===== src/rtl/eib_pkg.sv =====
// ---------------------------------------------------------------------------
// eib_pkg
// shared widths, register indexes, types and state codes of the
// envelope intensity bound block
// ---------------------------------------------------------------------------
package eib_pkg;

    localparam int MAX_PEAKS      = 64;
    localparam int INTENSITY_BITS = 32;
    localparam int ADDR_W         = $clog2(MAX_PEAKS);
    localparam int CNT_W          = $clog2(MAX_PEAKS + 1);
    localparam int SUM_W          = INTENSITY_BITS + ADDR_W;
    localparam int BOUND_W        = 17;
    localparam int BOUND_SHIFT    = 16;
    localparam int PROD_W         = BOUND_W + SUM_W;
    localparam int CLAMP_W        = 7;
    localparam int REF_W          = 6;
    localparam int CFG_ADDR_W     = 4;
    localparam int CFG_DATA_W     = 32;

    localparam logic [BOUND_W-1:0]        BOUND_RESET   = BOUND_W'(55706);
    localparam logic [INTENSITY_BITS-1:0] MIN_RESET     = '0;
    localparam logic [CLAMP_W-1:0]        MAX_BACK_RESET = CLAMP_W'(64);
    localparam logic [CLAMP_W-1:0]        MAX_FWD_RESET  = CLAMP_W'(64);

    typedef enum logic [1:0] {
        REG_BOUND    = 2'd0,
        REG_MIN      = 2'd1,
        REG_MAX_BACK = 2'd2,
        REG_MAX_FWD  = 2'd3
    } t_reg_idx;

    typedef struct packed {
        logic [BOUND_W-1:0]        bound_frac;
        logic [INTENSITY_BITS-1:0] absolute_min_intensity;
        logic [CLAMP_W-1:0]        max_back_peaks;
        logic [CLAMP_W-1:0]        max_forward_peaks;
    } t_cfg;

    typedef struct packed {
        logic                      en;
        logic [ADDR_W-1:0]         addr;
        logic [INTENSITY_BITS-1:0] data;
    } t_wr_req;

    typedef struct packed {
        logic [ADDR_W-1:0] addr_a;
        logic [ADDR_W-1:0] addr_b;
    } t_rd_req;

    typedef enum logic [4:0] {
        S_IDLE  = 5'b00001,
        S_RDREF = 5'b00010,
        S_INIT  = 5'b00100,
        S_READ  = 5'b01000,
        S_STEP  = 5'b10000
    } t_state;

endpackage


===== src/rtl/eib_walk.sv =====
// ---------------------------------------------------------------------------
// eib_walk
// loads peaks, keeps the total and walks outward from the reference peak
// ---------------------------------------------------------------------------
module eib_walk (
    input  logic                                i_clk,
    input  logic                                i_rst_n,
    input  logic                                i_start,
    output logic                                o_busy,
    input  logic [eib_pkg::INTENSITY_BITS-1:0]  i_peak_intensity,
    input  logic                                i_last_peak,
    input  logic [eib_pkg::REF_W-1:0]           i_reference_index,
    input  eib_pkg::t_cfg                       i_cfg,
    output eib_pkg::t_wr_req                    o_wr,
    output eib_pkg::t_rd_req                    o_rd,
    input  logic [eib_pkg::INTENSITY_BITS-1:0]  i_rd_a,
    input  logic [eib_pkg::INTENSITY_BITS-1:0]  i_rd_b,
    output logic                                o_result_valid,
    output logic [eib_pkg::CLAMP_W-1:0]         o_back_count,
    output logic [eib_pkg::CLAMP_W-1:0]         o_forward_count,
    output logic                                o_bad_reference
);

    eib_pkg::t_state                 r_state, n_state;
    logic [eib_pkg::CNT_W-1:0]       r_count, n_count;
    logic [eib_pkg::SUM_W-1:0]       r_total, n_total;
    logic                            r_valid, n_valid;

    logic [eib_pkg::ADDR_W-1:0]      r_ref;
    logic [eib_pkg::CNT_W-1:0]       r_back;
    logic [eib_pkg::CNT_W-1:0]       r_fwd;
    logic [eib_pkg::SUM_W-1:0]       r_sum;
    logic [eib_pkg::PROD_W-1:0]      r_prod;
    logic                            r_below;
    logic [eib_pkg::CLAMP_W-1:0]     r_back_out;
    logic [eib_pkg::CLAMP_W-1:0]     r_fwd_out;
    logic                            r_bad_out;

    logic                            accept;
    logic                            store_ok;
    logic [eib_pkg::CNT_W-1:0]       cnt_after;
    logic                            bad_ref;
    logic [eib_pkg::CNT_W-1:0]       fwd_pos;
    logic [eib_pkg::ADDR_W-1:0]      back_addr;
    logic                            back_done;
    logic                            fwd_done;
    logic [eib_pkg::INTENSITY_BITS-1:0] bi;
    logic [eib_pkg::INTENSITY_BITS-1:0] fi;
    logic                            stop;
    logic                            take_back;

    assign accept    = i_start & (r_state == eib_pkg::S_IDLE);
    assign o_busy    = (r_state != eib_pkg::S_IDLE);
    assign store_ok  = (r_count < eib_pkg::CNT_W'(eib_pkg::MAX_PEAKS));
    assign cnt_after = store_ok ? (r_count + eib_pkg::CNT_W'(1)) : r_count;
    assign bad_ref   = (eib_pkg::CNT_W'(i_reference_index) >= cnt_after);

    assign o_wr.en   = accept & store_ok;
    assign o_wr.addr = r_count[eib_pkg::ADDR_W-1:0];
    assign o_wr.data = i_peak_intensity;

    // neighbour positions derived from the reference and the counts taken
    assign fwd_pos   = eib_pkg::CNT_W'(r_ref) + r_fwd + eib_pkg::CNT_W'(1);
    assign back_addr = r_ref - r_back[eib_pkg::ADDR_W-1:0] - eib_pkg::ADDR_W'(1);
    assign back_done = (r_back == eib_pkg::CNT_W'(r_ref));
    assign fwd_done  = (fwd_pos >= r_count);

    assign o_rd.addr_a = (r_state == eib_pkg::S_RDREF) ? r_ref : back_addr;
    assign o_rd.addr_b = fwd_pos[eib_pkg::ADDR_W-1:0];

    assign bi = back_done ? '0 : i_rd_a;
    assign fi = fwd_done  ? '0 : i_rd_b;
    assign stop = !r_below || (back_done && fwd_done) ||
                  ((bi < i_cfg.absolute_min_intensity) &&
                   (fi < i_cfg.absolute_min_intensity));
    assign take_back = fwd_done || (!back_done && (bi > fi));

    always_comb begin
        n_state = r_state;
        n_count = r_count;
        n_total = r_total;
        n_valid = 1'b0;
        unique case (r_state)
            eib_pkg::S_IDLE: begin
                if (accept) begin
                    if (store_ok) begin
                        n_count = cnt_after;
                        n_total = r_total + eib_pkg::SUM_W'(i_peak_intensity);
                    end
                    if (i_last_peak) begin
                        if (bad_ref) begin
                            n_valid = 1'b1;
                            n_count = '0;
                            n_total = '0;
                        end else begin
                            n_state = eib_pkg::S_RDREF;
                        end
                    end
                end
            end
            eib_pkg::S_RDREF: n_state = eib_pkg::S_INIT;
            eib_pkg::S_INIT:  n_state = eib_pkg::S_READ;
            eib_pkg::S_READ:  n_state = eib_pkg::S_STEP;
            eib_pkg::S_STEP: begin
                if (stop) begin
                    n_state = eib_pkg::S_IDLE;
                    n_valid = 1'b1;
                    n_count = '0;
                    n_total = '0;
                end else begin
                    n_state = eib_pkg::S_READ;
                end
            end
            default: n_state = eib_pkg::S_IDLE;
        endcase
    end

    always_ff @(posedge i_clk) begin
        if (!i_rst_n) begin
            r_state <= eib_pkg::S_IDLE;
            r_count <= '0;
            r_total <= '0;
            r_valid <= 1'b0;
        end else begin
            r_state <= n_state;
            r_count <= n_count;
            r_total <= n_total;
            r_valid <= n_valid;
        end
    end

    always_ff @(posedge i_clk) begin
        case (r_state)
            eib_pkg::S_IDLE: begin
                if (accept && i_last_peak) begin
                    r_ref  <= eib_pkg::ADDR_W'(i_reference_index);
                    r_back <= '0;
                    r_fwd  <= '0;
                    if (bad_ref) begin
                        r_back_out <= '0;
                        r_fwd_out  <= '0;
                        r_bad_out  <= 1'b1;
                    end
                end
            end
            eib_pkg::S_INIT: begin
                r_sum  <= eib_pkg::SUM_W'(i_rd_a);
                r_prod <= eib_pkg::PROD_W'(i_cfg.bound_frac) * eib_pkg::PROD_W'(r_total);
            end
            eib_pkg::S_READ: begin
                r_below <= (eib_pkg::PROD_W'({r_sum, eib_pkg::BOUND_SHIFT'(0)}) < r_prod);
            end
            eib_pkg::S_STEP: begin
                if (stop) begin
                    r_back_out <= (eib_pkg::CLAMP_W'(r_back) > i_cfg.max_back_peaks) ?
                                  i_cfg.max_back_peaks : eib_pkg::CLAMP_W'(r_back);
                    r_fwd_out  <= (eib_pkg::CLAMP_W'(r_fwd) > i_cfg.max_forward_peaks) ?
                                  i_cfg.max_forward_peaks : eib_pkg::CLAMP_W'(r_fwd);
                    r_bad_out  <= 1'b0;
                end else if (take_back) begin
                    r_sum  <= r_sum + eib_pkg::SUM_W'(bi);
                    r_back <= r_back + eib_pkg::CNT_W'(1);
                end else begin
                    r_sum <= r_sum + eib_pkg::SUM_W'(fi);
                    r_fwd <= r_fwd + eib_pkg::CNT_W'(1);
                end
            end
            default: ;
        endcase
    end

    assign o_result_valid  = r_valid;
    assign o_back_count    = r_back_out;
    assign o_forward_count = r_fwd_out;
    assign o_bad_reference = r_bad_out;

endmodule


===== config.mk =====
export PLATFORM = sky130hd
export DESIGN_NAME = eib_walk
export DESIGN_NICKNAME = d
export VERILOG_FILES = /design/src/rtl/eib_pkg.sv /design/src/rtl/eib_walk.sv
export SDC_FILE = /design/constraint.sdc
export NUM_CORES = 2
export LEC_CHECK = 0
export ABC_AREA = 1
export BUFFER_PORTS_ARGS = -buffer_cell sky130_fd_sc_hd__buf_2
export CORE_MARGIN = 2
export CORE_UTILIZATION = 55
export CTS_BUF_LIST = sky130_fd_sc_hd__clkbuf_16
export DETAILED_ROUTE_END_ITERATION = 12
export GPL_ROUTABILITY_DRIVEN = 0
export HOLD_SLACK_MARGIN = 0.03
export PLACE_DENSITY = 0.77
export SETUP_SLACK_MARGIN = 0.02
export SLEW_MARGIN = 25
export SYNTH_ARGS = -nofsm -noshare
export SYNTH_HDL_FRONTEND = slang
export SYNTH_SLANG_ARGS = --single-unit

===== constraint.sdc =====
create_clock -name i_clk -period 9.8 [get_ports i_clk]
set_input_delay 1.96 -clock i_clk [delete_from_list [all_inputs] [get_ports i_clk]]
set_output_delay 1.96 -clock i_clk [all_outputs]
set_load 0.02 [all_outputs]

Word-level counts from Yosys, hierarchy flattened
Index checks and enable logic that the tools add are counted.

Eq/ne operators: 16. Multiplexer cells: 48. Add/subtract/negate cells: 10. Bitwise logic cells: 2. Magnitude comparators: 9. Reductions and logical operators: 18. Multiply operators: 1.

Operator list (number): $mux W38 (7); $pmux W38 S2 (2); $mux W7 (17); $add A38 B32 Y38 (3); $pmux W7 S2 (5); $lt A32 B32 Y1 (2); $mux W32 (2); $lt A54 B55 Y1 (1); $mul A17 B38 Y55 (1); $gt A32 B32 Y1 (1); $add A7 B1 Y7 const B (4); $pmux W5 S5 (1); $ne A2 B2 Y1 const B (8); $mux W5 (3); $gt A7 B7 Y1 (2); $reduce_and A4 Y1 (3); $add A6 B7 Y7 (1); $eq A7 B6 Y1 (1); $ge A6 B7 Y1 (1); $ge A7 B7 Y1 (1); $lt A7 B7 Y1 const B (1); $mux W1 (7); $mux W6 (1); $reduce_and A3 Y1 (2); 17 further kinds (27).

Bits in registers: 180. Output and inout port bits: 68. Input bits: 169.

Depth between registers and ports, before layout
Depth after elaboration: 10. Mapped depth: 46.

Worst setup path before layout
Ideal clock, no wire load.

Kind: register -> register. Start point: register r_state[0]. End point: register r_sum[0] (netlist bit) (enable). Cell stages (with the launch flop): 6. Library setup time: 397 ps. Slack: 2031 ps. Arrival: 7373 ps. Period minus slack after synthesis: 7769 ps. Buffers on the path: 0. Cell sequence: dfxtp_1 > nor2_1 > inv_1 > nor4_1 > inv_1 > nand2_1.

Word-level cells in the longest chain between the ends: 3. Elaborated cells on any way between the ends: 5. Those cells by class: eq/ne (3); reduce/logical (2).

RTL lines: start, declared (line eib_walk.sv:24) `eib_pkg::t_state r_state, n_state;`; start signal, assigned (line eib_walk.sv:120) `r_state <= eib_pkg::S_IDLE;`; start signal, assigned (line eib_walk.sv:125) `r_state <= n_state;`; $eq A5 B5 Y1 or $eq A5 B3 Y1 (tied branches) (line eib_walk.sv:133) `case (r_state)`; $ne A2 B2 Y1 (no source line) or $reduce_bool A2 Y1 (tied branches); $reduce_and A2 Y1 (no source line) (*); end signal, assigned (line eib_walk.sv:147) `r_sum <= eib_pkg::SUM_W'(i_rd_a);`; end signal, assigned (line eib_walk.sv:161) `r_sum <= r_sum + eib_pkg::SUM_W'(bi);`; end signal, assigned (line eib_walk.sv:164) `r_sum <= r_sum + eib_pkg::SUM_W'(fi);`; end, declared (line eib_walk.sv:32) `logic [eib_pkg::SUM_W-1:0] r_sum;`.

Mark *: on every way between the ends. The rest lies on a longest branch, timed or not. A chain may end at the register's enable or synchronous reset.

Final worst setup path
Start point: input port i_cfg[48] (netlist bit). End point: register r_prod[52] (netlist bit) (data pin).

Word-level cells in the longest chain between the ends: 1.

RTL lines: start, declared (line eib_walk.sv:13) `input eib_pkg::t_cfg i_cfg,`; $mul A17 B38 Y55 (line eib_walk.sv:148) `r_prod <= eib_pkg::PROD_W'(i_cfg.bound_frac) * eib_pkg::PROD_W'(r_total);`; end signal, assigned (line eib_walk.sv:148); end, declared (line eib_walk.sv:33) `logic [eib_pkg::PROD_W-1:0] r_prod;`.

Every way passes these cells.

==> impl_results.md <==
* Result of the run: complete, no violations
* Share of layout cells above drive strength 1 at 0.0646
* Synth Instances at 4859
* Post-Route Setup TNS at 0 ns
* Proportion of register bits with asynchronous set or reset after synthesis at 0
* Count of filler cells inserted in the layout at between 5k and 6k
* Total of warnings raised by yosys at 0
* Maximum buffer depth of the clock tree at 2
* Via count of the first global-routing pass at 31.8k
* Depth of the most critical reg-to-reg path at 43
* Overflow left after global routing at 0
* Cell area after layout at roughly 0.039 mm^2
* Total of endpoints with negative setup slack in the final report at 0
* Die Span X at 262 um
* Worst hold slack across all endpoints at 0.597 ns
* Total half-perimeter wirelength after legalization and detailed placement at about 80000 um
* Maximum number of pins on one net before global-route repair at 77
* Core Box Area at ~0.066 mm^2
* Final worst path period need at 8.18 ns
* Part of the cycle the worst path needs at 0.834
* Clock skew at about 0.019 ns
* Number of sinks handled by clock tree synthesis at 180
* Htree depth at 4
* Initial antenna violation count at 1
* Root Buffer Master: sky130_fd_sc_hd__clkbuf_16
* Number of nets in the finished design at approximately 6.0k
* Antenna violation net count after detailed routing at 0
* Clock edge transition at the registers on the reported setup and hold paths at 0.08 ns
* Global-route wire length before repair at 162000 um
* Setup repair after global routing missed its margin: no
* Crit path DAT at 8.41 ns
* Die Area at 0.0687 mm^2
* Reg2reg setup slack at approximately 1.8 ns
* Flip-flop cell with the highest count after synthesis: sky130_fd_sc_hd__edfxtp_1
* Routed WL at around 100000 um
* Sequential fraction of the synthesis area at 0.134
* Number of buffers created by CTS at 17
* Final hold violation count at 0
* Clk Latency, worst-skew pair at approximately 0.51 ns
* Cell area after technology mapping at 0.0367 mm^2
* Setup Slack @ Placement at between 1 and 1.5 ns
* Number of enable flip-flop cells after synthesis at 129
* Starting utilization of the core area at 0.557
* CP endpoint: r_prod[52]$_DFFE_PP_
* Starting DRT DRC Count at 2776
* Startpoint-to-endpoint class of the critical path: in2reg
* Residual DRC count at 0
* Beginning of the worst register-to-register path: r_fwd[0]$_SDFFCE_PP0P_
* # resized after CTS at 0
* Via density at 5.52
* Slew at the pin closest to its max-slew limit at between 1 and 1.5 ns
* # rows at 94
* Highest achievable clock rate at 0.122 GHz
* Count of input and output buffers at roughly 240
* Synthesized area per cell at 7.54 um^2
* Net count after synthesis at slightly below 6k
* Die Y at 262 um
* Flip-flop and latch count after synthesis at 180
* Hold_buf cts at 0
* Vias post-DR at between 30k and 40k
* Per-cell routed wire length at 17.3 um
* All-Layer GR Usage at 0.299
* Number of search-and-repair iterations in the first detailed-routing pass at 6
* CTS tree: built
* Post-CTS setup-driven buffer insertion count at 0
* Worst r2r dst: r_sum[29]$_DFFE_PP_
* Data required time of the critical path at 10.03 ns
* Area added between synthesis and finish at 5.26%
* Count of pins over their slew limit at 0
* Area after detailed placement at between 0.03 and 0.04 mm^2
* Peak fanout along the critical path at 38
* Kind of end point of the critical path: flop
* Number of distinct library cell variants in the gate-level netlist after synthesis at 55
* Max-capacitance violation count at 0
* Relative slew slack at 0.204
* Kind of start point of the critical path: input port
* Timing startpoint of the critical path: i_cfg[48]
* Path class of the lowest-slack min-delay path: reg2reg
* I/O pin count at 237
* Setup slack of the critical path after layout at 1.62 ns
synth_stat cells, drive strengths merged (3+ instances only):
cell / count / share of area
fa: 543 / 0.30
nor2: 303 / 0.031
buf: 84 / 0.014
a31o: 3 / 0.00072
a21o: 14 / 0.0029
a211oi: 14 / 0.0029
nand4: 44 / 0.0075
nor3b: 4 / 0.00082
ha: 366 / 0.12
nor4: 20 / 0.0034
o221a: 3 / 0.00092
nor3: 26 / 0.0038
edfxtp: 129 / 0.11
o21a: 14 / 0.0029
o221ai: 6 / 0.0014
a21boi: 7 / 0.0014
a21oi: 278 / 0.038
o21bai: 14 / 0.0029
o31ai: 3 / 0.00061
o21ai: 203 / 0.028
a31oi: 30 / 0.0051
inv: 1147 / 0.12
or2: 11 / 0.0019
o211ai: 14 / 0.0029
a221oi: 3 / 0.00072
xnor2: 33 / 0.0079
clkbuf: 152 / 0.016
nand3: 90 / 0.013
dfxtp: 51 / 0.028
nand3b: 7 / 0.0014
xor2: 55 / 0.013
nand2: 1173 / 0.12
metal layers:
layer,global-route usage,vias up,share of wire
met5,0,-,0
met4,0.111,0,0.037
met3,0.0455,265,0.094
met2,0.493,1530,0.46
met1,0.401,15237,0.41
li1,-,14863,-
final cells by class:
| cell class | count | area [um^2] | area share |
|---|---|---|---|
| inverters | 1149 | 4310 | 0.112 |
| repair buffers | 254 | 1320 | 0.0341 |
| multi-input cells | 3294 | 26400 | 0.684 |
| diodes | 1 | 2.50 | 0.0000648 |
| clock inverters | 14 | 150 | 0.00389 |
| well taps | 864 | 1080 | 0.0280 |
| clock buffers | 17 | 425 | 0.0110 |
| flip-flops and latches | 180 | 4900 | 0.127 |
kinds of logic after synthesis:
kind of cell	share of synthesized area
flip-flops	0.134
AND/OR/NAND/NOR	0.184
XOR/XNOR	0.0210
buffers and inverters	0.147
AO/OA/AOI/OAI	0.0932
adder cells (fa/ha/maj)	0.421
cell usage in the layout, fill, tap and decap left out, drive strengths merged, types with 2 or more instances in the layout:
cell and count:
nand2 1173, a221oi 3, o31ai 3, a21o 14
nand3 90, ha 366, dfxtp 51, edfxtp 129
nor3 26, o221ai 6, clkinv 8, o21bai 14
nand4 44, nor2 303, a2111oi 2, o21a 14
and3 2, o21ai 203, a21oi 278, buf 254
a31oi 30, a211oi 14, xnor2 33, clkbuf 17
nand3b 7, o221a 3, a21boi 7, fa 543
or2 11, nor4 20, xor2 55, nor3b 4
a31o 3, o211ai 14, inv 1153
state kept, by name, summed over array words and instances, names as in the netlist, 5 cells and up:
signal and flops:
o_back_count 7, r_sum 38, r_total 38, r_count 7, r_ref 6, r_fwd 7
o_forward_count 7, r_state 5, r_back 7, r_prod 55
worst max-delay path, cell delays in order:
cell,delay [ns]
sky130_fd_sc_hd__buf_2,0.77
sky130_fd_sc_hd__nand2_1,0.21
sky130_fd_sc_hd__fa_1,0.58
sky130_fd_sc_hd__inv_1,0.05
sky130_fd_sc_hd__fa_1,0.52
sky130_fd_sc_hd__inv_1,0.05
sky130_fd_sc_hd__fa_1,0.49
sky130_fd_sc_hd__inv_1,0.06
sky130_fd_sc_hd__fa_1,0.54
sky130_fd_sc_hd__inv_1,0.07
sky130_fd_sc_hd__fa_1,0.48
sky130_fd_sc_hd__inv_1,0.05
sky130_fd_sc_hd__fa_1,0.43
sky130_fd_sc_hd__ha_1,0.40
sky130_fd_sc_hd__nand2_1,0.18
sky130_fd_sc_hd__o21ai_0,0.23
sky130_fd_sc_hd__a21oi_1,0.14
sky130_fd_sc_hd__o21ai_1,0.28
sky130_fd_sc_hd__nand3_1,0.12
sky130_fd_sc_hd__o211ai_1,0.17
sky130_fd_sc_hd__nand2_1,0.17
sky130_fd_sc_hd__o21ai_0,0.32
sky130_fd_sc_hd__xor2_1,0.12
worst min path at each step:
stage	start	to	slack (ns)	cells past startpoint
4_1_cts	r_back[0]$_SDFFCE_PP0P_	r_back[0]$_SDFFCE_PP0P_	0.60	1
2_1_floorplan	r_state[3]$_SDFFE_PN0P_	r_state[4]$_SDFFE_PN0P_	0.51	2
3_3_place_gp	r_back[0]$_SDFFCE_PP0P_	r_back[0]$_SDFFCE_PP0P_	0.59	1
5_1_grt	r_back[0]$_SDFFCE_PP0P_	r_back[0]$_SDFFCE_PP0P_	0.63	1
6_report	r_back[0]$_SDFFCE_PP0P_	r_back[0]$_SDFFCE_PP0P_	0.60	1
3_5_place_dp	r_back[0]$_SDFFCE_PP0P_	r_back[0]$_SDFFCE_PP0P_	0.58	1
through the flow:
stage,cells,util
after floorplan,4859,-
after global placement,5741,0.577
after detailed placement,5741,0.577
after CTS,5772,0.586
after global routing,5773,0.586
final,5773,0.586
Power is not shown: default switching activity piles up to over one toggle a cycle in this logic, so the estimate is an artifact.
