==> config.mk <==
export PLATFORM = sky130hd
export DESIGN_NAME = eib_regs
export DESIGN_NICKNAME = d
export VERILOG_FILES = /design/src/rtl/eib_pkg.sv /design/src/rtl/eib_regs.sv
export SDC_FILE = /design/constraint.sdc
export NUM_CORES = 1
export LEC_CHECK = 0
export BUFFER_PORTS_ARGS = -buffer_cell sky130_fd_sc_hd__buf_2
export CAP_MARGIN = 20
export CORE_AREA = 3 3 82 84
export DETAILED_ROUTE_END_ITERATION = 7
export DIE_AREA = 0 0 85 87
export GPL_TIMING_DRIVEN = 1
export PLACE_DENSITY = 0.95
export SLEW_MARGIN = 40
export SYNTH_ARGS = -nofsm -noshare
export SYNTH_HDL_FRONTEND = slang
export SYNTH_SLANG_ARGS = --single-unit
==> constraint.sdc <==
create_clock -name i_clk -period 2.48 [get_ports i_clk]
set_input_delay 0.496 -clock i_clk [delete_from_list [all_inputs] [get_ports i_clk]]
set_output_delay 0.496 -clock i_clk [all_outputs]
set_load 0.05 [all_outputs]
==> src/rtl/eib_pkg.sv <==
// ---------------------------------------------------------------------------
// eib_pkg
// shared widths, register indexes, types and state codes of the
// envelope intensity bound block
// ---------------------------------------------------------------------------
package eib_pkg;

    localparam int MAX_PEAKS      = 64;
    localparam int INTENSITY_BITS = 32;
    localparam int ADDR_W         = $clog2(MAX_PEAKS);
    localparam int CNT_W          = $clog2(MAX_PEAKS + 1);
    localparam int SUM_W          = INTENSITY_BITS + ADDR_W;
    localparam int BOUND_W        = 17;
    localparam int BOUND_SHIFT    = 16;
    localparam int PROD_W         = BOUND_W + SUM_W;
    localparam int CLAMP_W        = 7;
    localparam int REF_W          = 6;
    localparam int CFG_ADDR_W     = 4;
    localparam int CFG_DATA_W     = 32;

    localparam logic [BOUND_W-1:0]        BOUND_RESET   = BOUND_W'(55706);
    localparam logic [INTENSITY_BITS-1:0] MIN_RESET     = '0;
    localparam logic [CLAMP_W-1:0]        MAX_BACK_RESET = CLAMP_W'(64);
    localparam logic [CLAMP_W-1:0]        MAX_FWD_RESET  = CLAMP_W'(64);

    typedef enum logic [1:0] {
        REG_BOUND    = 2'd0,
        REG_MIN      = 2'd1,
        REG_MAX_BACK = 2'd2,
        REG_MAX_FWD  = 2'd3
    } t_reg_idx;

    typedef struct packed {
        logic [BOUND_W-1:0]        bound_frac;
        logic [INTENSITY_BITS-1:0] absolute_min_intensity;
        logic [CLAMP_W-1:0]        max_back_peaks;
        logic [CLAMP_W-1:0]        max_forward_peaks;
    } t_cfg;

    typedef struct packed {
        logic                      en;
        logic [ADDR_W-1:0]         addr;
        logic [INTENSITY_BITS-1:0] data;
    } t_wr_req;

    typedef struct packed {
        logic [ADDR_W-1:0] addr_a;
        logic [ADDR_W-1:0] addr_b;
    } t_rd_req;

    typedef enum logic [4:0] {
        S_IDLE  = 5'b00001,
        S_RDREF = 5'b00010,
        S_INIT  = 5'b00100,
        S_READ  = 5'b01000,
        S_STEP  = 5'b10000
    } t_state;

endpackage

==> src/rtl/eib_regs.sv <==
// ---------------------------------------------------------------------------
// eib_regs
// configuration register file behind the apb-style port
// ---------------------------------------------------------------------------
module eib_regs (
    input  logic                             i_clk,
    input  logic                             i_rst_n,
    input  logic                             psel,
    input  logic                             penable,
    input  logic                             pwrite,
    input  logic [eib_pkg::CFG_ADDR_W-1:0]   paddr,
    input  logic [eib_pkg::CFG_DATA_W-1:0]   pwdata,
    output logic [eib_pkg::CFG_DATA_W-1:0]   prdata,
    output logic                             pready,
    output eib_pkg::t_cfg                    o_cfg
);

    eib_pkg::t_cfg    r_cfg;
    eib_pkg::t_cfg    n_cfg;
    eib_pkg::t_reg_idx idx;
    logic             wr;

    assign idx    = eib_pkg::t_reg_idx'(paddr[3:2]);
    assign wr     = psel & penable & pwrite;
    assign pready = 1'b1;
    assign o_cfg  = r_cfg;

    always_comb begin
        n_cfg = r_cfg;
        if (wr) begin
            unique case (idx)
                eib_pkg::REG_BOUND:
                    n_cfg.bound_frac = pwdata[eib_pkg::BOUND_W-1:0];
                eib_pkg::REG_MIN:
                    n_cfg.absolute_min_intensity = pwdata[eib_pkg::INTENSITY_BITS-1:0];
                eib_pkg::REG_MAX_BACK:
                    n_cfg.max_back_peaks = pwdata[eib_pkg::CLAMP_W-1:0];
                eib_pkg::REG_MAX_FWD:
                    n_cfg.max_forward_peaks = pwdata[eib_pkg::CLAMP_W-1:0];
                default: n_cfg = r_cfg;
            endcase
        end
    end

    always_comb begin
        unique case (idx)
            eib_pkg::REG_BOUND:    prdata = eib_pkg::CFG_DATA_W'(r_cfg.bound_frac);
            eib_pkg::REG_MIN:      prdata = eib_pkg::CFG_DATA_W'(r_cfg.absolute_min_intensity);
            eib_pkg::REG_MAX_BACK: prdata = eib_pkg::CFG_DATA_W'(r_cfg.max_back_peaks);
            eib_pkg::REG_MAX_FWD:  prdata = eib_pkg::CFG_DATA_W'(r_cfg.max_forward_peaks);
            default:               prdata = '0;
        endcase
    end

    always_ff @(posedge i_clk) begin
        if (!i_rst_n) begin
            r_cfg.bound_frac             <= eib_pkg::BOUND_RESET;
            r_cfg.absolute_min_intensity <= eib_pkg::MIN_RESET;
            r_cfg.max_back_peaks         <= eib_pkg::MAX_BACK_RESET;
            r_cfg.max_forward_peaks      <= eib_pkg::MAX_FWD_RESET;
        end else begin
            r_cfg <= n_cfg;
        end
    end

endmodule

# Word level (Yosys, flattened, before mapping)
# Cells that the tools add are included.
# Widths: inputs -> output; s select.
# totals
elab_cells,15
inputBits,41
register_bits,63
output_inout_bits,96
# op_classes
n_bitwise,2
reduce_logical,5
mux,1
n_eq_ne,3
# ops
op,n
$pmux 32 s4,1
$reduce_and 2->1,4
$eq 2x2->1 const B,2
$and 1x1->1,2
$eq 2x1->1 const B,1
$logic_not 2->1,1

# Longest topological paths before layout
# Gate-level depths: netlist (run 1).
# logic_depth
depth_word,3
mapped_depth,5
mapped_depth_nobuf,3

# Least setup slack after synthesis (run 1)
# OpenSTA, ideal clock, no wires.
# synth_timing
path_type,input-to-output
from,in paddr[2] (netlist name)
to,out prdata[10] (netlist name)
path_stages,4
path_slack_ns,0.347
path_buffers,2
arrival_time_ns,1.637
required_ns,1.984
path_cell_list,buf_4 > buf_4 > mux2i_1 > nor2_1
# synth_between
elab_chain_cells,2
elab_cells_between_ends,5
# synth_rtl
item,line,text
start: declaration,eib_regs.sv:11,"input logic [eib_pkg::CFG_ADDR_W-1:0] paddr,"
$eq 2x2->1 (tied with other cells),eib_regs.sv:46,unique case (idx)
$pmux 32 s4 (*),eib_regs.sv:46,
end: declaration,eib_regs.sv:13,"output logic [eib_pkg::CFG_DATA_W-1:0] prdata,"
# Every way passes the cells marked *; elsewhere a longest branch is shown, timed or not.

# Final worst setup path (run 1)
# layout_timing
from,in paddr[2] (netlist name)
to,out prdata[23] (netlist name)
# The elaborated chain is that of the path after synthesis.

==> results of run 1 <==
-- Yosys cell counts --
| cell type | count |
|---|---|
| mux2i_1 | 73 |
| nor3b_2 | 1 |
| dfxtp_1 | 63 |
| nor2b_4 | 1 |
| nand3b_1 | 1 |
| buf_12 | 4 |
| buf_2 | 7 |
| buf_4 | 5 |
| and2_1 | 16 |
| and3_4 | 1 |
| and3_1 | 1 |
| clkbuf_1 | 8 |
| conb_1 | 1 |
| buf_6 | 2 |
| nor2b_1 | 21 |
| mux4_2 | 7 |
| nor2_1 | 10 |
| nand2_1 | 84 |
-- report_power, final --
part	switching (mW)	leakage, nW	internal, mW
clock	0.370	0.0985	0.513
combinational	0.188	1.20	0.0893
sequential	0.00942	0.509	1.02
total	0.568	1.80	1.63
-- layout by cell type (no fill, tap or decap) --
master	Yosys	final
buf_2	7	133
nand2_1	84	84
mux2i_1	73	73
dfxtp_1	63	63
nor2b_1	21	21
and2_1	16	15
clkbuf_8	0	11
nor2_1	10	10
mux4_2	7	7
buf_4	5	6
nor2b_4	1	1
and3_4	1	1
nor3b_4	0	1
and2_2	0	1
nand3b_1	1	1
and3_1	1	1
conb_1	1	1
clkinvlp_4	0	1
bufinv_16	0	1
clkbuf_1	8	1
clkinv_2	0	1
buf_12	4	1
-- cell type report --
cell class / instances / share of cell area, %
Timing Repair Buffer: 140 / 19.1
Tap cell: 75 / 2.46
Clock buffer: 12 / 4.06
Sequential cell: 63 / 33.0
Clock inverter: 3 / 1.11
Multi-Input combinational cell: 217 / 40.2
-- layer usage --
metal / up-vias / global-route usage (%) / wire length, µm
li1: 1249 / - / -
met1: 1194 / 21.4 / 2990
met2: 87 / 35.2 / 3690
met3: 16 / 4.16 / 471
met4: 0 / 7.91 / 136
met5: - / 0 / 0
-- cells by family after synthesis --
family,share of synthesized area [%]
and+or+nand+nor,21.2
muxes,29.7
DFF,42.1
buffers and inverters,6.85
other,0.125
-- path summary, 6_finish.rpt --
path / start / to / slack, ns / cells past startpoint
worst max-delay path: paddr[2] / prdata[23] / 0.31 / 4
worst min-delay path: pwdata[22] / o_cfg[36]$_SDFFE_PN0P_ / 0.42 / 3
worst max register to register: o_cfg[51]$_SDFFE_PN0P_ / o_cfg[51]$_SDFFE_PN0P_ / 1.80 / 2
worst min register to register: o_cfg[31]$_SDFFE_PN0P_ / o_cfg[31]$_SDFFE_PN0P_ / 0.47 / 2
-- worst max-delay path, stage by stage --
cell     delay (ns)
buf_2          0.32
nor2b_4        0.39
and2_1         0.18
buf_2          0.27
-- stage by stage --
| stage | area (µm²) | hold WS [ns] | cells |
|---|---|---|---|
| 6_report | 3820 | 0.417 | 510 |
| 5_1_grt | 3820 | 0.403 | 510 |
| 4_1_cts | 3820 | 0.402 | 510 |
| 3_5_place_dp | 3620 | 0.461 | 495 |
| 3_3_place_gp | 3620 | 0.449 | 495 |
| 2_1_floorplan | 2990 | 0.638 | 306 |
==> impl_metrics.yaml, run 1 <==
detailed_routing:
  post-route-drc-count: 0
  wl_mm: 7.29
  vias: 2546
  firstDrtPassIters: 4
  antenna_left: 0
  detail_route.iter0.violations: 67
  drt-vias-per-instance: 4.99
  wl_per_cell_um: 14.3
power:
  power.density_nw_per_um2: 575
  p_total_mw: 2.19
  p_leak_nw: 1.80
  ir_drop_v: 0.000360
worst_setup_path:
  startpoint_type: "input port"
  arrival_ns: 1.67
  critical_path_required_ns: 1.98
  path_max_fanout: 16
  crit_path_end_kind: "primary output"
  crit_type: "in2out"
logic_synthesis:
  seq_area_frac_synth_pct: 42.1
  ys_seq_elements: 63
  synthCells: 306
  yosysWarnings: 0
  synth_area_per_cell_um2: 9.78
  syn_nets: 347
  synth_top_area_share_pct: 42.1
  ys_types: 18
  synth_area_leader_cell: "dfxtp_1"
  synth_area_leaders: "dfxtp_1, mux2i_1, nand2_1, mux4_2, nor2b_1"
  netlist_area_um2: 2990
final_layout:
  drive_gt1_share_pct: 37.9
  layout.area.seq_um2: 1260
  multi_input_area_um2: 1540
  fin_nets: 472
  area_delta_synth_final_pct: 27.5
  fillCellCount: 492
  fin_util_pct: 63.7
  largest_reg_flops: 63
  antenna_cells: 0
timing:
  setup_ws_ns: 0.315
  fin_crit_ns: 2.17
  hold_viol: 0
  slew_headroom_pct: 62.6
  setup_tns_ns: 0
  rsz0062_at_grt: "no"
  finalSetupViolations: 0
  clock.fmax_mhz: 462
  finalMaxSlewViolations: 0
  worstMarginPinSlew_ns: 0.560
  worst_clock_skew_ns: 0
  final.period_utilization_pct: 87.3
grt:
  grt_pass1_wl_mm: 11.4
  grt_usage_pct: 19.2
  antenna_found_initial: 0
  grt_max_degree: 106
  grt_pass1_vias: 2460
  grt-ovfl-total: 0
floorplanning:
  ios: 137
  die_w_um: 85
  initial_utilization_pct: 50.0
  die_area_um2: 7400
  rows: 28
  core_um2: 5990
  fp.dieH_um: 87
clock_network:
  clk_latency_ns: 0.31
  cts_setup_buffers: 0
  cts.sinks: 63
  root_buffer: "clkbuf_8"
  cts_buffers: 9
  ctsResizeCount: 0
  cts_tree: "done"
  clock_path_buffers: 2
  postCtsHoldBufs: 0
  cts_htree_levels: 3
  clkTransAtPathRegs_ns: 0.07
placement:
  pre_cts_slack_ns: 0.306
  io_buffers: 133
  gp_congestion: 0.758
  hpwl_mm: 5.37
status:
  outcome: "complete, no violations"
worst_hold_path:
  worstHoldPathType: "in2reg"
job:
  cap_viol_max_count: 0
Note: power is estimated with default switching activity, not from simulation.
==> run 2, diff against run 1 <==
==> config.mk (replaced) <==
export PLATFORM = sky130hd
export DESIGN_NAME = eib_regs
export DESIGN_NICKNAME = d
export VERILOG_FILES = /design/src/rtl/eib_pkg.sv /design/src/rtl/eib_regs.sv
export SDC_FILE = /design/constraint.sdc
export NUM_CORES = 1
export LEC_CHECK = 0
export CAP_MARGIN = 20
export CORE_AREA = 3 3 78 80
export DETAILED_ROUTE_END_ITERATION = 7
export DIE_AREA = 0 0 81 83
export DONT_BUFFER_PORTS = 1
export GPL_TIMING_DRIVEN = 1
export PLACE_DENSITY = 0.81
export SLEW_MARGIN = 40
export SYNTH_ARGS = -nofsm -noshare
export SYNTH_HDL_FRONTEND = slang
export SYNTH_SLANG_ARGS = --single-unit
==> run 2 against run 1 <==
- combinational power is 29% lower
- global-route usage is 0.22 points lower
- worst setup slack better by 0.13 ns
- clock-buffer cell count is 1 higher
- sequential share of layout area is 2.2 points higher
- cell area is 6.2% lower
- non-clock buffer count is 79 lower
- largest cell class unchanged
==> impl_metrics.yaml, run 2 (same netlist as run 1, synthesis figures left out) <==
worst_setup_path:
  crit_buf_inv: 0
  critical_path_required_ns: 1.98
  crit_path_end_kind: "primary output"
  crit_family: "flip-flops"
  cp_cell_sequence: "mux4_2"
  arrival_ns: 1.54
  critPathSlowestCell: "dfxtp_1"
  slowest_delay_ns: 0.68
  startpoint_type: "flip-flop"
  crit_type: "reg2out"
  path_max_fanout: 3
clock_network:
  cts.sinks: 63
  root_buffer: "clkbuf_8"
  clk_latency_ns: 0.32
  cts_buffers: 9
  clock_path_buffers: 2
  cts_setup_buffers: 0
  cts_htree_levels: 3
  clkTransAtPathRegs_ns: 0.07
  ctsResizeCount: 0
  postCtsHoldBufs: 0
  cts_tree: "done"
floorplanning:
  rows: 27
  die_area_um2: 6720
  initial_utilization_pct: 54.7
  ios: 137
  fp.dieH_um: 83
  die_w_um: 81
  core_um2: 5470
detailed_routing:
  wl_met3_um: 577
  detail_route.iter0.violations: 77
  wl_mm: 6.40
  post-route-drc-count: 0
  drt-met1-wl_mm: 2.60
  firstDrtPassIters: 4
  top_layer_used: "met4"
  wl_per_cell_um: 14.9
  drt-vias-per-instance: 5.15
  wl_met2_mm: 3.13
  vias: 2208
  antenna_left: 0
timing:
  finalMaxSlewViolations: 0
  worstMarginPinSlew_ns: 0.564
  hold_viol: 0
  rsz0062_at_grt: "no"
  slew_headroom_pct: 62.3
  worst_clock_skew_ns: 0
  finalSetupViolations: 0
  setup_tns_ns: 0
  final.period_utilization_pct: 82.2
  clock.fmax_mhz: 491
  fin_crit_ns: 2.04
final_layout:
  final_common_cell: "nand2_1"
  fillCellCount: 432
  largest_reg_flops: 63
  drive_gt1_share_pct: 24.1
  design_area_um2: 3580
  area_delta_synth_final_pct: 19.6
  fin_util_pct: 65.4
  fin_nets: 393
  antenna_cells: 0
  final_cell_mix: "nand2_1, mux2i_1, dfxtp_1"
placement:
  io_buffers: 0
  hpwl_mm: 4.52
  place_area_um2: 3360
  gp_congestion: 0.752
grt:
  grt_max_degree: 106
  antenna_found_initial: 0
  grt_pass1_vias: 2216
  grt_usage_pct: 19.0
  grt-ovfl-total: 0
  grt_pass1_wl_mm: 10.1
job:
  cap_viol_max_count: 0
power:
  p_leak_nw: 1.47
  power.density_nw_per_um2: 622
  ir_drop_v: 0.000496
worst_hold_path:
  worstHoldPathType: "in2reg"
status:
  outcome: "complete, no violations"
run 2: cell types whose count changed in the layout (fill, tap and decap cells not counted), sizes merged:
| cell | previous run | this run |
|---|---|---|
| bufinv | 1 | 2 |
| clkinvlp | 1 | 0 |
| buf | 140 | 61 |
| clkbuf | 12 | 13 |
run 2: area by class of cell:
class                      count  area [µm²]  area share [%]
timing repair buffer          61         470            13.1
sequential                    63        1260            35.2
clock inverter                 3        65.1            1.82
tap                           72        90.1            2.52
multi-input combinational    217        1540            42.9
clock buffer                  13         159            4.44
run 2: worst paths after layout:
kind	startpoint	endpoint	slack [ns]	cells after the start
worst min-delay path	pwdata[11]	o_cfg[25]$_SDFFE_PN0P_	0.31	2
worst min register to register	o_cfg[35]$_SDFFE_PN0P_	o_cfg[35]$_SDFFE_PN0P_	0.65	3
worst max register to register	o_cfg[56]$_SDFFE_PN0P_	o_cfg[56]$_SDFFE_PN0P_	1.50	2
worst max-delay path	o_cfg[5]$_SDFFE_PN0P_	prdata[5]	0.44	1
run 2: stage by stage:
| step | cells | hold slack (ns) | total power [mW] | setup WS [ns] |
|---|---|---|---|---|
| after global routing | 429 | 0.298 | 2.31 | 0.404 |
| after detailed placement | 413 | 0.638 | 1.26 | 0.681 |
| after floorplan | 306 | 0.638 | 1.26 | 0.347 |
| after global placement | 413 | 0.634 | 1.26 | 0.699 |
| final | 429 | 0.305 | 2.23 | 0.442 |
| after CTS | 429 | 0.288 | 2.26 | 0.426 |
run 2: power breakdown:
| part | total, mW | leakage [nW] | internal, mW | switching [mW] |
|---|---|---|---|---|
| combinational | 0.197 | 0.846 | 0.0692 | 0.128 |
| sequential | 1.04 | 0.509 | 1.02 | 0.0171 |
| clock | 0.989 | 0.114 | 0.621 | 0.368 |
| total | 2.23 | 1.47 | 1.71 | 0.513 |
run 2: routing by layer:
layer	vias to the layer above	track usage, %
li1	1090	-
met1	1025	21.5
met2	84	32.2
met3	9	5.86
met4	0	8.14
met5	-	0
==> run 3, diff against run 2 <==
--- a/config.mk
+++ b/config.mk
@@ -5,13 +5,14 @@
 export SDC_FILE = /design/constraint.sdc
 export NUM_CORES = 1
 export LEC_CHECK = 0
+export ABC_AREA = 1
 export CAP_MARGIN = 20
 export CORE_AREA = 3 3 78 80
 export DETAILED_ROUTE_END_ITERATION = 7
 export DIE_AREA = 0 0 81 83
 export DONT_BUFFER_PORTS = 1
 export GPL_TIMING_DRIVEN = 1
-export PLACE_DENSITY = 0.81
+export PLACE_DENSITY = 0.83
 export SLEW_MARGIN = 40
 export SYNTH_ARGS = -nofsm -noshare
 export SYNTH_HDL_FRONTEND = slang
==> constraint.sdc (replaced) <==
create_clock -name i_clk -period 1.7 [get_ports i_clk]
set_input_delay 0.34 -clock i_clk [delete_from_list [all_inputs] [get_ports i_clk]]
set_output_delay 0.34 -clock i_clk [all_outputs]
set_load 0.05 [all_outputs]
==> run 3 against run 2 <==
- sequential share of layout area decreased by 4.8 points
- sequential power is 47% higher
- cell area grew 16%
- combinational power grew to 3.0 times the previous value
- largest cell class unchanged
- area after synthesis shrank 1.4%
==> impl_metrics.yaml, run 3 <==
power:
  ir_drop_v: 0.000653
  power.density_nw_per_um2: 784
  p_total_mw: 3.25
  p_leak_nw: 1.97
logic_synthesis:
  synth_top_area_share_pct: 42.7
  yosysWarnings: 0
  yosysMostFrequentCell: "nor2_1"
  ys_types: 17
  synth_area_leader_cell: "dfxtp_1"
  synth-edff-count: 0
  synthTopCellsByCount: "nor2_1, nand2_1, nand3_1"
  netlist_area_um2: 2950
  syn_nets: 499
  synthCells: 458
  synth_area_per_cell_um2: 6.44
  ys_seq_elements: 63
  async_flop_share_pct: 0
  synth_top_flop_cell: "dfxtp_1"
  synth_area_leaders: "dfxtp_1, nor2_1, nand2_1, nand3_1, inv_1"
  seq_area_frac_synth_pct: 42.7
status:
  outcome: "complete, no violations"
detailed_routing:
  post-route-drc-count: 0
  firstDrtPassIters: 4
  wl_per_cell_um: 14.6
  wl_mm: 9.15
  vias: 3253
  drt-vias-per-instance: 5.20
  detail_route.iter0.violations: 193
  antenna_left: 0
timing:
  final.period_utilization_pct: 86.7
  fin_crit_ns: 1.47
  slew_headroom_pct: 58.7
  finalMaxSlewViolations: 0
  worst_clock_skew_ns: 0
  hold_viol: 0
  rsz0062_at_grt: "no"
  worstMarginPinSlew_ns: 0.618
  finalSetupViolations: 0
  setup_ws_ns: 0.225
  clock.fmax_mhz: 678
final_layout:
  largest_reg_flops: 63
  final_common_cell: "nor2_1"
  antenna_cells: 0
  multi_input_area_um2: 1380
  final_cell_mix: "nor2_1, nand2_1, buf_4"
  layout.area.seq_um2: 1260
  design_area_um2: 4150
  fin_util_pct: 75.7
  fin_nets: 591
  area_delta_synth_final_pct: 40.4
  drive_gt1_share_pct: 23.7
  final_cells: 625
  fillCellCount: 425
clock_network:
  postCtsHoldBufs: 0
  clock_path_buffers: 2
  root_buffer: "clkbuf_8"
  cts.sinks: 63
  cts_htree_levels: 3
  clk_latency_ns: 0.32
  clkTransAtPathRegs_ns: 0.07
  cts_tree: "done"
  cts_buffers: 9
  cts_setup_buffers: 0
  ctsResizeCount: 0
worst_setup_path:
  critical_path_required_ns: 1.36
  startpoint_type: "input port"
  critPathSlowestCell: "buf_4"
  crit_type: "in2out"
  crit_path_end_kind: "primary output"
  path_max_fanout: 18
  cp_cell_sequence: "inv_2 -> nor2_4 -> buf_4 -> nand2_1 -> nand4_1 -> buf_12"
  slowest_delay_ns: 0.25
  arrival_ns: 1.13
floorplanning:
  initial_utilization_pct: 53.9
  core_um2: 5470
  fp.dieH_um: 83
  die_w_um: 81
  ios: 137
  rows: 27
  die_area_um2: 6720
placement:
  pre_cts_slack_ns: 0.220
  dp_cells: 611
  gp_congestion: 0.866
  io_buffers: 0
  place_area_um2: 3980
  hpwl_mm: 6.55
grt:
  grt_pass1_wl_mm: 14.6
  grt_usage_pct: 27.7
  antenna_found_initial: 0
  grt-ovfl-total: 0
  grt_pass1_vias: 3179
  grt_max_degree: 64
worst_hold_path:
  worstHoldPathType: "in2reg"
job:
  cap_viol_max_count: 0
==> run 3: cell count changes after synthesis, sizes merged, moves of 3 or more <==
cell / delta
nand4: +7
buf: +3
nand2: +22
mux2i: -73
mux4: -7
nor2: +117
and2: -16
nor2b: -22
a22o: +10
inv: +51
nand3: +64
==> run 3: worst paths after layout <==
kind / startpoint / to / slack, ns / depth (start not counted)
min reg2reg: o_cfg[61]$_SDFFE_PN1P_ / o_cfg[61]$_SDFFE_PN1P_ / 0.68 / 3
max: paddr[2] / prdata[0] / 0.23 / 6
min: i_rst_n / o_cfg[61]$_SDFFE_PN1P_ / 0.09 / 1
max reg2reg: o_cfg[11]$_SDFFE_PN0P_ / o_cfg[11]$_SDFFE_PN0P_ / 0.85 / 3
==> run 3: final cells by class <==
type / count / share of cell area (%)
clock buffers: 13 / 3.83
repair buffers: 108 / 25.6
multi-input cells: 317 / 33.2
clock inverters: 1 / 0.121
flip-flops and latches: 63 / 30.4
well taps: 72 / 2.17
inverters: 51 / 4.62
==> run 3: power by group <==
group	leakage, nW	switching [mW]	internal, mW
combinational	1.38	0.393	0.206
clock	0.0854	0.533	0.592
sequential	0.510	0.0175	1.51
==> run 3: metrics by stage <==
step / hold slack, ns / TNS [ns]
after global routing: 0.0894 / 0
after CTS: 0.0834 / 0
after detailed placement: 0.433 / 0
final: 0.0935 / 0
after floorplan: 0.466 / -0.230
after global placement: 0.429 / 0
==> run 3: worst max-delay path, delay by kind of cell <==
family	cells	cell delay, ns
buf+inv	3	0.44
simple gates	3	0.35
==> run 3: logic make-up after synthesis <==
logic type | count (synthesis) | share of synthesized area (%)
AND/OR/NAND/NOR | 304 | 42.6
buffers and inverters | 78 | 11.3
flip-flops | 63 | 42.7
AO/OA/AOI/OAI | 12 | 3.31
other | 1 | 0.127
==> run 3: per-layer routing <==
layer / share of wire [%] / track usage [%] / vias up
met5: 0 / 0 / -
li1: - / - / 1587
met2: 51 / 48.1 / 140
met3: 10 / 9.98 / 27
met1: 35 / 28.9 / 1499
met4: 3.0 / 13.2 / 0
